--- src/rtl/bte_pkg.sv ---
// ----------------------------------------------------------------------------
// bte_pkg: shared types and constants of the body temperature estimator
// Fixed-point formats, map and correction coefficients, controller states,
// datapath step codes and the command/status bundles.
// ----------------------------------------------------------------------------
package bte_pkg;

   // fixed point
   localparam int FRAC_BITS = 16;
   localparam int COUNT_MAX = 4095;

   localparam int RAW_W   = 16;
   localparam int OUT_W   = 24;
   localparam int SKIN_W  = RAW_W + FRAC_BITS - 7;      // unsigned reading in fixed point
   localparam int STATE_W = SKIN_W + 1;                 // prediction and ramp start
   localparam int A_W     = SKIN_W + 1;                 // |skin - ambient - 2.7|
   localparam int D_W     = A_W + 1;
   localparam int SQ_W    = 2 * A_W - FRAC_BITS;        // square after the shift
   localparam int T_W     = SQ_W + 2;                   // signed working temperature
   localparam int RAMP_W  = SKIN_W + 5;                 // ramp span times numerator
   localparam int DIV_SH  = RAMP_W + 5;                 // reciprocal shift for / 25
   localparam int MA_W    = T_W - 1;                    // multiplier operand a
   localparam int MB_W    = DIV_SH - 4;                 // multiplier operand b
   localparam int P_W     = MA_W + MB_W;
   localparam int SC_W    = P_W - FRAC_BITS;
   localparam int NUM_W   = 5;
   localparam int COUNT_W = $clog2(COUNT_MAX + 1);

   // counter thresholds
   localparam logic [COUNT_W-1:0] COUNT_TOP  = COUNT_W'(COUNT_MAX);
   localparam logic [COUNT_W-1:0] HOLD_COUNT = COUNT_W'(2000);
   localparam logic [COUNT_W-1:0] PREDICT_AT = COUNT_W'(20);
   localparam logic [COUNT_W-1:0] RAMP_MID   = COUNT_W'(25);
   localparam logic [COUNT_W-1:0] RAMP_END   = COUNT_W'(30);

   // temperatures in working format
   localparam logic signed [T_W-1:0] DEG_28 = T_W'(64'sd28 <<< FRAC_BITS);
   localparam logic signed [T_W-1:0] DEG_30 = T_W'(64'sd30 <<< FRAC_BITS);
   localparam logic signed [T_W-1:0] DEG_35 = T_W'(64'sd35 <<< FRAC_BITS);
   localparam logic signed [T_W-1:0] DEG_36 = T_W'(64'sd36 <<< FRAC_BITS);
   localparam logic signed [T_W-1:0] DEG_41 = T_W'(64'sd41 <<< FRAC_BITS);
   localparam logic signed [T_W-1:0] BASE_HI =
      T_W'(((64'sd369 <<< FRAC_BITS) + 64'sd5) / 64'sd10);
   localparam logic signed [T_W-1:0] BASE_MID =
      T_W'(((64'sd362 <<< FRAC_BITS) + 64'sd5) / 64'sd10);
   localparam logic signed [D_W-1:0] OFFSET_2P7 =
      D_W'(((64'sd27 <<< FRAC_BITS) + 64'sd5) / 64'sd10);

   // multiplier coefficients
   localparam logic [MB_W-1:0] COEF_POS  = MB_W'(((64'sd3 <<< FRAC_BITS) + 64'sd10) / 64'sd20);
   localparam logic [MB_W-1:0] COEF_NEG  = MB_W'(((64'sd27 <<< FRAC_BITS) + 64'sd50) / 64'sd100);
   localparam logic [MB_W-1:0] SLOPE_HI  = MB_W'(((64'sd41 <<< FRAC_BITS) + 64'sd25) / 64'sd50);
   localparam logic [MB_W-1:0] SLOPE_MID = MB_W'(((64'sd7 <<< FRAC_BITS) + 64'sd30) / 64'sd60);
   localparam logic [MB_W-1:0] SLOPE_LO  = MB_W'(((64'sd3 <<< FRAC_BITS) + 64'sd2) / 64'sd5);
   localparam logic [MB_W-1:0] RECIP_25  = MB_W'(((64'sd1 <<< DIV_SH) + 64'sd24) / 64'sd25);
   localparam logic [MB_W-1:0] CENTI     = MB_W'(100);

   // output limits
   localparam logic [SC_W-1:0] OUT_MAX_MAG = SC_W'((64'sd1 <<< (OUT_W - 1)) - 64'sd1);
   localparam logic [SC_W-1:0] OUT_MIN_MAG = SC_W'(64'sd1 <<< (OUT_W - 1));
   localparam logic signed [OUT_W-1:0] OUT_MAX = {1'b0, {(OUT_W-1){1'b1}}};
   localparam logic signed [OUT_W-1:0] OUT_MIN = {1'b1, {(OUT_W-1){1'b0}}};

   typedef enum logic [3:0] {
      ST_IDLE,
      ST_SQUARE,
      ST_COEF,
      ST_CORR,
      ST_MAP_MUL,
      ST_MAP_ADD,
      ST_RAMP_MUL,
      ST_RAMP_DIV,
      ST_RAMP_ADD,
      ST_SCALE,
      ST_EMIT
   } bte_state_type;

   typedef enum logic [3:0] {
      STEP_NONE,
      STEP_SQUARE,
      STEP_COEF,
      STEP_CORR,
      STEP_MAP_MUL,
      STEP_MAP_ADD,
      STEP_RAMP_MUL,
      STEP_RAMP_DIV,
      STEP_RAMP_ADD,
      STEP_SCALE
   } bte_step_type;

   typedef enum logic [2:0] {
      MODE_ZERO,
      MODE_RAW,
      MODE_PREDICT,
      MODE_RAMP_UP,
      MODE_RAMP_DOWN,
      MODE_MAP
   } bte_mode_type;

   typedef enum logic [1:0] {
      SEG_NONE,
      SEG_LO,
      SEG_MID,
      SEG_HI
   } bte_seg_type;

   typedef struct packed {
      logic         capture;
      bte_step_type step;
      logic         load_out;
   } bte_cmd_type;

   typedef struct packed {
      bte_mode_type mode;
   } bte_status_type;

endpackage

--- src/rtl/bte_if.sv ---
// ----------------------------------------------------------------------------
// bte_if: request and response channels of the body temperature estimator
// Valid/ready channels carrying one reading pair in and one display value out.
// ----------------------------------------------------------------------------
interface bte_req_if import bte_pkg::*; ();
   logic             valid;
   logic             ready;
   logic [RAW_W-1:0] skin_raw;
   logic [RAW_W-1:0] ambient_raw;

   modport source (output valid, output skin_raw, output ambient_raw, input ready);
   modport sink (input valid, input skin_raw, input ambient_raw, output ready);
endinterface

interface bte_rsp_if import bte_pkg::*; ();
   logic                    valid;
   logic                    ready;
   logic signed [OUT_W-1:0] display_centi;

   modport source (output valid, output display_centi, input ready);
   modport sink (input valid, input display_centi, output ready);
endinterface

--- src/rtl/bte_ctrl.sv ---
// ----------------------------------------------------------------------------
// bte_ctrl: sequencing controller
// Walks one item through the shared-multiplier datapath and owns the
// handshake of both channels.
// ----------------------------------------------------------------------------
module bte_ctrl import bte_pkg::*; (
   input  logic           clock,
   input  logic           reset,
   input  logic           req_valid,
   output logic           req_ready,
   output logic           rsp_valid,
   input  logic           rsp_ready,
   input  bte_status_type status,
   output bte_cmd_type    cmd
);

   bte_state_type state_ff, state_in;
   logic          rsp_valid_ff, rsp_valid_in;

   always_comb begin
      state_in = state_ff;
      unique case (state_ff)
         ST_IDLE: begin
            if (req_valid) begin
               state_in = ST_SQUARE;
            end
         end
         ST_SQUARE: state_in = ST_COEF;
         ST_COEF:   state_in = ST_CORR;
         ST_CORR: begin
            unique case (status.mode) inside
               MODE_RAMP_UP, MODE_RAMP_DOWN: state_in = ST_RAMP_MUL;
               MODE_PREDICT, MODE_MAP:       state_in = ST_MAP_MUL;
               default:                      state_in = ST_SCALE;
            endcase
         end
         ST_MAP_MUL:  state_in = ST_MAP_ADD;
         ST_MAP_ADD:  state_in = ST_SCALE;
         ST_RAMP_MUL: state_in = ST_RAMP_DIV;
         ST_RAMP_DIV: state_in = ST_RAMP_ADD;
         ST_RAMP_ADD: state_in = ST_SCALE;
         ST_SCALE:    state_in = ST_EMIT;
         ST_EMIT: begin
            if (!rsp_valid_ff || rsp_ready) begin
               state_in = ST_IDLE;
            end
         end
         default: state_in = ST_IDLE;
      endcase
   end

   always_comb begin
      cmd          = '0;
      cmd.step     = STEP_NONE;
      unique case (state_ff)
         ST_IDLE:     cmd.capture = req_valid;
         ST_SQUARE:   cmd.step = STEP_SQUARE;
         ST_COEF:     cmd.step = STEP_COEF;
         ST_CORR:     cmd.step = STEP_CORR;
         ST_MAP_MUL:  cmd.step = STEP_MAP_MUL;
         ST_MAP_ADD:  cmd.step = STEP_MAP_ADD;
         ST_RAMP_MUL: cmd.step = STEP_RAMP_MUL;
         ST_RAMP_DIV: cmd.step = STEP_RAMP_DIV;
         ST_RAMP_ADD: cmd.step = STEP_RAMP_ADD;
         ST_SCALE:    cmd.step = STEP_SCALE;
         ST_EMIT:     cmd.load_out = !rsp_valid_ff || rsp_ready;
         default:     cmd.step = STEP_NONE;
      endcase
   end

   // output register holds a finished item until taken
   always_comb begin
      rsp_valid_in = rsp_valid_ff;
      if (cmd.load_out) begin
         rsp_valid_in = 1'b1;
      end else if (rsp_ready) begin
         rsp_valid_in = 1'b0;
      end
   end

   always_ff @(posedge clock) begin
      if (reset) begin
         state_ff     <= ST_IDLE;
         rsp_valid_ff <= 1'b0;
      end else begin
         state_ff     <= state_in;
         rsp_valid_ff <= rsp_valid_in;
      end
   end

   assign req_ready = (state_ff == ST_IDLE);
   assign rsp_valid = rsp_valid_ff;

endmodule

--- src/rtl/bte_dp.sv ---
// ----------------------------------------------------------------------------
// bte_dp: estimator datapath
// Warm counter, correction, piecewise map, ramps and output scaling; the
// multiplying steps share one multiplier whose product is registered.
// ----------------------------------------------------------------------------
module bte_dp import bte_pkg::*; (
   input  logic                    clock,
   input  logic                    reset,
   input  bte_cmd_type             cmd,
   output bte_status_type          status,
   input  logic [RAW_W-1:0]        skin_raw,
   input  logic [RAW_W-1:0]        ambient_raw,
   output logic signed [OUT_W-1:0] display_centi
);

   // registers
   logic [SKIN_W-1:0]         skin_ff, skin_in;
   logic [A_W-1:0]            a_ff, a_in;
   logic                      pos_ff, pos_in;
   logic [COUNT_W-1:0]        count_ff, count_in;
   bte_mode_type              mode_ff, mode_in;
   logic [NUM_W-1:0]          num_ff, num_in;
   logic [P_W-1:0]            prod_ff, prod_in;
   logic signed [T_W-1:0]     corr_ff, corr_in;
   logic signed [T_W-1:0]     disp_ff, disp_in;
   bte_seg_type               seg_ff, seg_in;
   logic                      neg_ff, neg_in;
   logic signed [STATE_W-1:0] pred_ff, pred_in;
   logic signed [STATE_W-1:0] start_ff, start_in;
   logic signed [OUT_W-1:0]   out_ff, out_in;

   // capture side
   logic [SKIN_W-1:0]     skin_cap;
   logic [SKIN_W-1:0]     amb_cap;
   logic signed [D_W-1:0] d_cap;
   logic                  warm;
   logic [COUNT_W-1:0]    cnt_new;
   bte_mode_type          mode_new;

   // working values
   logic signed [T_W-1:0] skin_t;
   logic signed [T_W-1:0] pred_t;
   logic signed [T_W-1:0] start_t;
   logic signed [T_W-1:0] map_x;
   logic signed [T_W-1:0] seg_at;
   logic signed [T_W-1:0] seg_base;
   logic signed [T_W-1:0] map_val;
   logic signed [T_W-1:0] span;
   logic signed [T_W-1:0] ramp_r;
   logic [MB_W-1:0]       seg_slope;
   bte_seg_type           seg_sel;
   logic [MA_W-1:0]       prod_shr;
   logic [MA_W-1:0]       span_mag;
   logic [MA_W-1:0]       disp_mag;
   logic [RAMP_W-1:0]     quot;
   logic [SC_W-1:0]       scaled;
   logic signed [T_W-1:0] corr_term;

   // shared multiplier
   logic [MA_W-1:0] mul_a;
   logic [MB_W-1:0] mul_b;
   logic [P_W-1:0]  mul_p;

   assign mul_p = {{MB_W{1'b0}}, mul_a} * {{MA_W{1'b0}}, mul_b};

   // counter update and display mode from the incoming reading
   assign skin_cap = {skin_raw, {(FRAC_BITS-7){1'b0}}};
   assign amb_cap  = {ambient_raw, {(FRAC_BITS-7){1'b0}}};
   assign d_cap    = signed'(D_W'(skin_cap)) - signed'(D_W'(amb_cap)) - OFFSET_2P7;
   assign warm     = signed'(T_W'(skin_cap)) > DEG_28;

   always_comb begin
      if (warm) begin
         cnt_new = (count_ff < COUNT_TOP) ? count_ff + 1'b1 : COUNT_TOP;
      end else if (count_ff == HOLD_COUNT) begin
         cnt_new = count_ff;
      end else begin
         cnt_new = '0;
      end

      if (cnt_new == '0) begin
         mode_new = MODE_ZERO;
      end else if (cnt_new < PREDICT_AT) begin
         mode_new = MODE_RAW;
      end else if (cnt_new == PREDICT_AT) begin
         mode_new = MODE_PREDICT;
      end else if (cnt_new <= RAMP_MID) begin
         mode_new = MODE_RAMP_UP;
      end else if (cnt_new <= RAMP_END) begin
         mode_new = MODE_RAMP_DOWN;
      end else begin
         mode_new = MODE_MAP;
      end
   end

   assign skin_t   = signed'(T_W'(skin_ff));
   assign pred_t   = T_W'(pred_ff);
   assign start_t  = T_W'(start_ff);
   assign prod_shr = prod_ff[FRAC_BITS +: MA_W];
   assign corr_term = signed'(T_W'(prod_ff[FRAC_BITS +: SQ_W]));

   // piecewise-linear map
   assign map_x = (mode_ff == MODE_PREDICT) ? skin_t : corr_ff;

   always_comb begin
      if (map_x > DEG_36 && map_x <= DEG_41) begin
         seg_sel = SEG_HI;
      end else if (map_x > DEG_30 && map_x <= DEG_36) begin
         seg_sel = SEG_MID;
      end else if (map_x > DEG_28 && map_x <= DEG_30) begin
         seg_sel = SEG_LO;
      end else begin
         seg_sel = SEG_NONE;
      end
   end

   always_comb begin
      case (seg_sel)
         SEG_HI: begin
            seg_at    = DEG_36;
            seg_slope = SLOPE_HI;
         end
         SEG_MID: begin
            seg_at    = DEG_30;
            seg_slope = SLOPE_MID;
         end
         default: begin
            seg_at    = DEG_28;
            seg_slope = SLOPE_LO;
         end
      endcase
   end

   always_comb begin
      case (seg_ff)
         SEG_HI:  seg_base = BASE_HI;
         SEG_MID: seg_base = BASE_MID;
         default: seg_base = DEG_35;
      endcase
   end

   assign map_val = (seg_ff == SEG_NONE) ? map_x : seg_base + signed'({1'b0, prod_shr});

   // ramp toward the prediction
   assign span     = pred_t - start_t;
   assign span_mag = MA_W'((span < 0) ? -span : span);
   assign quot     = prod_ff[DIV_SH +: RAMP_W];
   assign ramp_r   = neg_ff ? -signed'(T_W'(quot)) : signed'(T_W'(quot));

   // output scaling
   assign disp_mag = MA_W'((disp_ff < 0) ? -disp_ff : disp_ff);
   assign scaled   = prod_ff[P_W-1:FRAC_BITS];

   always_comb begin
      mul_a = '0;
      mul_b = '0;
      case (cmd.step)
         STEP_SQUARE: begin
            mul_a = MA_W'(a_ff);
            mul_b = MB_W'(a_ff);
         end
         STEP_COEF: begin
            mul_a = MA_W'(prod_ff[FRAC_BITS +: SQ_W]);
            mul_b = pos_ff ? COEF_POS : COEF_NEG;
         end
         STEP_MAP_MUL: begin
            mul_a = MA_W'(map_x - seg_at);
            mul_b = seg_slope;
         end
         STEP_RAMP_MUL: begin
            mul_a = span_mag;
            mul_b = MB_W'(num_ff);
         end
         STEP_RAMP_DIV: begin
            // divide by 25 through a reciprocal, exact below 2**RAMP_W
            mul_a = MA_W'(prod_ff[RAMP_W-1:0]);
            mul_b = RECIP_25;
         end
         STEP_SCALE: begin
            mul_a = disp_mag;
            mul_b = CENTI;
         end
         default: begin
            mul_a = '0;
            mul_b = '0;
         end
      endcase
   end

   always_comb begin
      skin_in  = skin_ff;
      a_in     = a_ff;
      pos_in   = pos_ff;
      count_in = count_ff;
      mode_in  = mode_ff;
      num_in   = num_ff;
      prod_in  = prod_ff;
      corr_in  = corr_ff;
      disp_in  = disp_ff;
      seg_in   = seg_ff;
      neg_in   = neg_ff;
      pred_in  = pred_ff;
      start_in = start_ff;
      out_in   = out_ff;

      if (cmd.capture) begin
         skin_in  = skin_cap;
         a_in     = A_W'((d_cap < 0) ? -d_cap : d_cap);
         pos_in   = d_cap > 0;
         count_in = cnt_new;
         mode_in  = mode_new;
         if (mode_new == MODE_RAMP_UP) begin
            num_in = NUM_W'((cnt_new - PREDICT_AT) << 2);
         end else begin
            num_in = NUM_W'(RAMP_END - cnt_new);
         end
         if (mode_new == MODE_ZERO) begin
            pred_in = '0;
         end
      end

      case (cmd.step)
         STEP_SQUARE, STEP_COEF, STEP_RAMP_MUL, STEP_RAMP_DIV: begin
            prod_in = mul_p;
            if (cmd.step == STEP_RAMP_MUL) begin
               neg_in = span < 0;
            end
         end
         STEP_CORR: begin
            corr_in = pos_ff ? skin_t + corr_term : skin_t - corr_term;
            disp_in = skin_t;
         end
         STEP_MAP_MUL: begin
            prod_in = mul_p;
            seg_in  = seg_sel;
         end
         STEP_MAP_ADD: begin
            if (mode_ff == MODE_PREDICT) begin
               pred_in  = STATE_W'(map_val);
               start_in = STATE_W'(skin_t);
            end else begin
               disp_in = map_val;
            end
         end
         STEP_RAMP_ADD: begin
            disp_in = (mode_ff == MODE_RAMP_UP) ? start_t + ramp_r : pred_t - ramp_r;
         end
         STEP_SCALE: begin
            prod_in = mul_p;
            neg_in  = disp_ff < 0;
         end
         default: begin
         end
      endcase

      if (cmd.load_out) begin
         if (neg_ff) begin
            out_in = (scaled > OUT_MIN_MAG) ? OUT_MIN : signed'(OUT_W'(-scaled));
         end else begin
            out_in = (scaled > OUT_MAX_MAG) ? OUT_MAX : signed'(OUT_W'(scaled));
         end
      end
   end

   always_ff @(posedge clock) begin
      if (reset) begin
         count_ff <= '0;
         mode_ff  <= MODE_ZERO;
         pred_ff  <= '0;
         start_ff <= '0;
      end else begin
         count_ff <= count_in;
         mode_ff  <= mode_in;
         pred_ff  <= pred_in;
         start_ff <= start_in;
      end
   end

   always_ff @(posedge clock) begin
      skin_ff <= skin_in;
      a_ff    <= a_in;
      pos_ff  <= pos_in;
      num_ff  <= num_in;
      prod_ff <= prod_in;
      corr_ff <= corr_in;
      disp_ff <= disp_in;
      seg_ff  <= seg_in;
      neg_ff  <= neg_in;
      out_ff  <= out_in;
   end

   assign status.mode   = mode_ff;
   assign display_centi = out_ff;

   // ramp span stays within a reading, which keeps the reciprocal divide exact
   a_span_bound: assert property (@(posedge clock) disable iff (reset)
      cmd.step == STEP_RAMP_MUL |-> span_mag < (MA_W'(1) << SKIN_W))
      else $error("ramp span exceeds reading range");

   a_quot_bound: assert property (@(posedge clock) disable iff (reset)
      cmd.step == STEP_RAMP_ADD |-> MA_W'(quot) <= span_mag)
      else $error("ramp step larger than span");

   a_seg_bound: assert property (@(posedge clock) disable iff (reset)
      cmd.step == STEP_MAP_ADD && seg_ff != SEG_NONE |->
         prod_shr < (MA_W'(1) << (FRAC_BITS + 3)))
      else $error("map segment offset out of range");

   a_zero_clear: assert property (@(posedge clock) disable iff (reset)
      cmd.capture && cnt_new == '0 |=> pred_ff == '0 && count_ff == '0)
      else $error("cool sample did not clear prediction");

endmodule

--- src/rtl/body_temperature_estimator.sv ---
// Each item steps through capture, square, coefficient and correction, then the
// map multiply and add, the ramp multiply, divide and add, or neither, then scaling and emit.
// The single shared multiplier takes one item at a time: a new reading is accepted
// only once the last one has been loaded into the output register.
// A finished item waits in the output register while the next one is taken.
// Reset (synchronous, active high) clears counter, prediction, ramp start and valid.
// ----------------------------------------------------------------------------
// body_temperature_estimator: top level
// Joins the sequencing controller and the datapath to the two channels.
// ----------------------------------------------------------------------------
module body_temperature_estimator import bte_pkg::*; (
   input  logic         clock,
   input  logic         reset,
   bte_req_if.sink      req_if,
   bte_rsp_if.source    rsp_if
);

   bte_cmd_type    cmd;
   bte_status_type status;

   bte_ctrl u_ctrl (
      .clock     (clock),
      .reset     (reset),
      .req_valid (req_if.valid),
      .req_ready (req_if.ready),
      .rsp_valid (rsp_if.valid),
      .rsp_ready (rsp_if.ready),
      .status    (status),
      .cmd       (cmd)
   );

   bte_dp u_dp (
      .clock         (clock),
      .reset         (reset),
      .cmd           (cmd),
      .status        (status),
      .skin_raw      (req_if.skin_raw),
      .ambient_raw   (req_if.ambient_raw),
      .display_centi (rsp_if.display_centi)
   );

endmodule

--- src/flat_wrapper.sv ---
// flat-port wrapper written by rule: the top's interface ports become plain ports
module body_temperature_estimator_flat import bte_pkg::*;
  (clock, reset, req_if_valid, req_if_skin_raw, req_if_ambient_raw, req_if_ready, rsp_if_valid, rsp_if_display_centi, rsp_if_ready);
  bte_req_if req_if_i ();
  bte_rsp_if rsp_if_i ();
  input  logic clock;
  input  logic reset;
  input wire logic [$bits(req_if_i.valid)-1:0] req_if_valid;
  input wire logic [$bits(req_if_i.skin_raw)-1:0] req_if_skin_raw;
  input wire logic [$bits(req_if_i.ambient_raw)-1:0] req_if_ambient_raw;
  output wire logic [$bits(req_if_i.ready)-1:0] req_if_ready;
  output wire logic [$bits(rsp_if_i.valid)-1:0] rsp_if_valid;
  output wire logic [$bits(rsp_if_i.display_centi)-1:0] rsp_if_display_centi;
  input wire logic [$bits(rsp_if_i.ready)-1:0] rsp_if_ready;
  assign req_if_i.valid = req_if_valid;
  assign req_if_i.skin_raw = req_if_skin_raw;
  assign req_if_i.ambient_raw = req_if_ambient_raw;
  assign req_if_ready = req_if_i.ready;
  assign rsp_if_valid = rsp_if_i.valid;
  assign rsp_if_display_centi = rsp_if_i.display_centi;
  assign rsp_if_i.ready = rsp_if_ready;
  body_temperature_estimator u_core (.clock(clock), .reset(reset), .req_if(req_if_i), .rsp_if(rsp_if_i));
endmodule
--- config.mk ---
export PLATFORM = sky130hd
export DESIGN_NAME = body_temperature_estimator_flat
export DESIGN_NICKNAME = d
export VERILOG_FILES = /design/src/rtl/bte_pkg.sv /design/src/rtl/bte_if.sv /design/src/rtl/bte_ctrl.sv /design/src/rtl/bte_dp.sv /design/src/rtl/body_temperature_estimator.sv /design/src/flat_wrapper.sv
export SDC_FILE = /design/constraint.sdc
export NUM_CORES = 2
export LEC_CHECK = 0
export ABC_AREA = 1
export ABC_CLOCK_PERIOD_IN_PS = 13400
export BUFFER_PORTS_ARGS = -buffer_cell sky130_fd_sc_hd__buf_2
export CELL_PAD_IN_SITES_DETAIL_PLACEMENT = 1
export CELL_PAD_IN_SITES_GLOBAL_PLACEMENT = 1
export CORE_MARGIN = 2
export CORE_UTILIZATION = 25
export CTS_CLUSTER_SIZE = 14
export DETAILED_ROUTE_END_ITERATION = 7
export GPL_ROUTABILITY_DRIVEN = 0
export GPL_TIMING_DRIVEN = 0
export HOLD_SLACK_MARGIN = 0.06
export PLACE_DENSITY_LB_ADDON = 0.1
export SETUP_SLACK_MARGIN = 0.15
export SYNTH_ARGS = -nofsm -noshare
export SYNTH_HDL_FRONTEND = slang
export SYNTH_SLANG_ARGS = --single-unit
export TNS_END_PERCENT = 20
--- constraint.sdc ---
create_clock -name clock -period 13.4 [get_ports clock]
set_clock_uncertainty 0.2 [all_clocks]
set_input_delay 2.01 -clock clock [delete_from_list [all_inputs] [get_ports clock]]
set_output_delay 2.01 -clock clock [all_outputs]
set_load 0.05 [all_outputs]
==> metrics.md <==
| Metric | Value |
|---|---|
| Top delay family on crit path | `adder cells` |
| Netlist cell types | `73` |
| First-pass GRT wire length | `476000 µm` |
| Met1 GRT Util | `36.8%` |
| Root buffer cell | `clkbuf_16` |
| CTS tree | `done` |
| Critical path arrival | `13.23 ns` |
| Total track usage | `26.9%` |
| Tcrit/Tclk final | `97.3%` |
| TritonCTS Buffers | `40` |
| CP Data Required Time | `13.58 ns` |
| Ports | `62` |
| Fin. max-slew vios | `0` |
| DR WL/cell | `28.7 µm` |
| Post-synth top area share | `29.5%` |
| Layout filler cell count | `30126` |
| Min-Delay Path Class | `flop to flop` |
| Synth Flop Type | `edfxtp_1` |
| Post-CTS Repair Setup Buffers | `0` |
| Crit path kind | `flop to flop` |
| Fin area | `0.0678 mm²` |
| WP buf/inv | `13` |
| Buffers on Ports | `61` |
| Core area | `0.245 mm²` |
| Commonest cells in the synthesized netlist | `1928 x inv_1, 1815 x nand2_1, 907 x fa_1, 709 x nor2_1, 481 x ha_1` |
| Placed Area | `0.0665 mm²` |
| Antenna violations before repair | `26` |
| Leak Pwr | `33.7 nW` |
| Die height | `501 µm` |
| Grt met2 use | `43.2%` |
| Post-layout net count | `10000` |
| Rel. slew slack | `2.71%` |
| Most common cell in the netlist | `inv_1` |
| DP HPWL | `294000 µm` |
| Crit path top cell by count | `inv_1` |
| Max cap viols | `0` |
| DR vias/cell | `4.91` |
| Die area | `0.251 mm²` |
| GR Layer Usage met3 | `3.04%` |
| EDFF count, synth | `213` |
| Critical Path Start Type | `flop` |
| Async set or reset register ratio after synthesis | `0%` |
| Tightest Pin Transition | `1.46 ns` |
| GRT Max-Usage Layer | `met2` |
| FMAX | `76.7 MHz` |
| Routed via count | `58121` |
| Register area share after synthesis | `12.4%` |
| Final Hold Violating Endpoints | `0` |
| Unrepaired setup endpoints after global routing | `true` |
| Top cell type by total area after synthesis | `fa_1` |
| Clk Latency, worst-skew pair | `0.63 ns` |
| Final setup fails | `0` |
| Clk sinks | `275` |
| Slowest cell on the critical path | `fa_1` |
| Setup TNS | `0 ns` |
| H-tree Lvls | `2` |
| Ys Warns | `0` |
| First-pass DRT Iterations | `6` |
| Final WL | `339000 µm` |
| Number of global-route vias before repair | `61513` |
| Synthesized area | `0.0616 mm²` |
| Area contributors post-synth | `fa_1 29%, inv_1 12%, nand2_1 11%` |
| CTS clock-pin slew for the worst setup and hold paths | `0.06 ns` |
| Initial Util | `25.1%` |
| Largest net degree at the start of global routing | `52` |
| DRC Markers | `0` |
| Synth Instances | `8369` |
| VDD IR max | `0.133 mV` |
| Initial DRC Count | `4644` |
| Maximum clock path buffer count | `3` |
| Layout cells sized above 1 | `4.64%` |
| Pwr dens | `206 mW/mm²` |
| CP Capture Type | `flop` |
| Routed Antenna Nets | `0` |
| Total grt overflow | `0` |
| Final min period | `13.04 ns` |
| Layout area overhead | `10.0%` |
| Slowest cell delay on critical path | `0.86 ns` |
| Synthesized area per cell | `7.36 µm²` |
| Synth Register Bits | `275` |
| DIE WIDTH | `501 µm` |
| Critical-path maximum fanout | `10` |
| Rows | `182` |
| Status | `complete, no violations` |
-- kinds of logic (layout without fill, tap and decap cells) --
family | Yosys count | count (layout) | share of synthesized area (%)
AO/OA/AOI/OAI | 1042 | 1042 | 9.47
other | 2 | 104 | 0.0122
buffers and inverters | 2199 | 2338 | 13.9
adder cells (fa/ha/maj) | 1388 | 1388 | 39.2
XOR/XNOR | 196 | 196 | 2.79
flip-flops | 275 | 275 | 12.4
AND/OR/NAND/NOR | 3267 | 3267 | 22.2
-- sequential cells by signal, summed over array words and instances (netlist names) --
register	count
u_core.u_ctrl.state_ff	4
u_core.u_dp.start_ff	16
u_core.u_dp.corr_ff	38
u_core.u_dp.num_ff	5
u_core.u_dp.prod_ff	68
u_core.u_dp.neg_ff	1
u_core.u_dp.display_centi	24
u_core.u_dp.status	3
u_core.u_dp.seg_ff	2
u_core.u_dp.pred_ff	26
u_core.u_dp.a_ff	21
u_core.u_ctrl.rsp_valid	1
u_core.u_dp.count_ff	12
u_core.u_dp.disp_ff	38
u_core.u_dp.skin_ff	16
-- metal layers --
metal,routed length (µm),share of wire (%),up-vias
met3,17200,5.1,434
met4,16300,4.8,12
met2,153000,45,1760
li1,-,-,26089
met5,67,0.020,-
met1,153000,45,29826
-- metrics by stage --
step | instances | total power [mW] | setup slack (ns) | hold slack [ns] | utilization, %
4_1_cts | 11825 | 14.0 | 0.268 | 0.289 | 27.6
6_report | 11830 | 14.0 | 0.357 | 0.290 | 27.6
3_5_place_dp | 11754 | 12.7 | 0.304 | 0.282 | 27.1
3_3_place_gp | 11747 | 12.7 | 0.263 | 0.276 | 27.0
2_1_floorplan | 8466 | 7.61 | 3.90 | 0.251 | -
5_1_grt | 11826 | 15.0 | 0.0873 | 0.316 | 27.6
-- where the power goes --
part | internal, mW | total, mW | switching (mW)
Combinational | 3.08 | 11.1 | 8.01
Clock | 0.638 | 1.12 | 0.480
Sequential | 1.36 | 1.77 | 0.412
-- final cells by class --
class / count / area (µm²) / share of cell area [%]
Clock buffer: 53 / 1100 / 1.62
Clock inverter: 18 / 194 / 0.286
Inverter: 1960 / 7360 / 10.9
Sequential cell: 275 / 7640 / 11.3
Multi-Input combinational cell: 5992 / 45800 / 67.6
Timing Repair Buffer: 68 / 407 / 0.600
Buffer: 239 / 1220 / 1.80
Antenna cell: 5 / 12.5 / 0.0185
Tap cell: 3220 / 4030 / 5.94
-- path summary, 6_finish.rpt --
| kind | from | slack (ns) | endpoint | cells past startpoint |
|---|---|---|---|---|
| worst max-delay path | u_core.u_dp.status[1]$_SDFFE_PP0P_ | 0.36 | u_core.u_dp.prod_ff[62]$_DFFE_PP_ | 52 |
| worst min register to register | u_core.u_dp.pred_ff[0]$_SDFF_PP0_ | 0.29 | u_core.u_dp.pred_ff[0]$_SDFF_PP0_ | 2 |
| worst min-delay path | u_core.u_dp.pred_ff[0]$_SDFF_PP0_ | 0.29 | u_core.u_dp.pred_ff[0]$_SDFF_PP0_ | 2 |
| worst max register to register | u_core.u_dp.status[1]$_SDFFE_PP0P_ | 0.36 | u_core.u_dp.prod_ff[62]$_DFFE_PP_ | 52 |
-- tightest hold or removal path, delay by kind of cell (launching register included) --
family / cells / cell delay [ns]
AND/OR/NAND/NOR: 1 / 0.08
AO/OA/AOI/OAI: 1 / 0.06
flip-flops: 1 / 0.31
-- layout by cell type (no fill, tap or decap), types with 24 or more instances in the layout --
master     netlist  layout
ha_1           481     481
a31oi_1         50      50
fa_1           907     907
inv_1         1928    1928
a21oi_1        410     409
nor3_1          80      79
nand2_2         38      38
xnor2_1         48      48
dfxtp_1         62      62
nor4_1          28      25
conb_1           2      99
clkbuf_16        0      41
nand4_1         74      74
xor2_1         148     148
nand2_1       1815    1815
nand3_1        417     416
nor2_1         709     707
edfxtp_1       213     213
o211ai_1        45      45
buf_2           81     144
o21bai_1        24      24
clkbuf_1       114     121
o21ai_0        381     380
-- timing repair --
action | CTS | global route
hold buffers | 0 | 0
endpoints found under the setup margin | 0 | 11
resized for setup | 0 | 7
(Power assumes the default switching activity.)
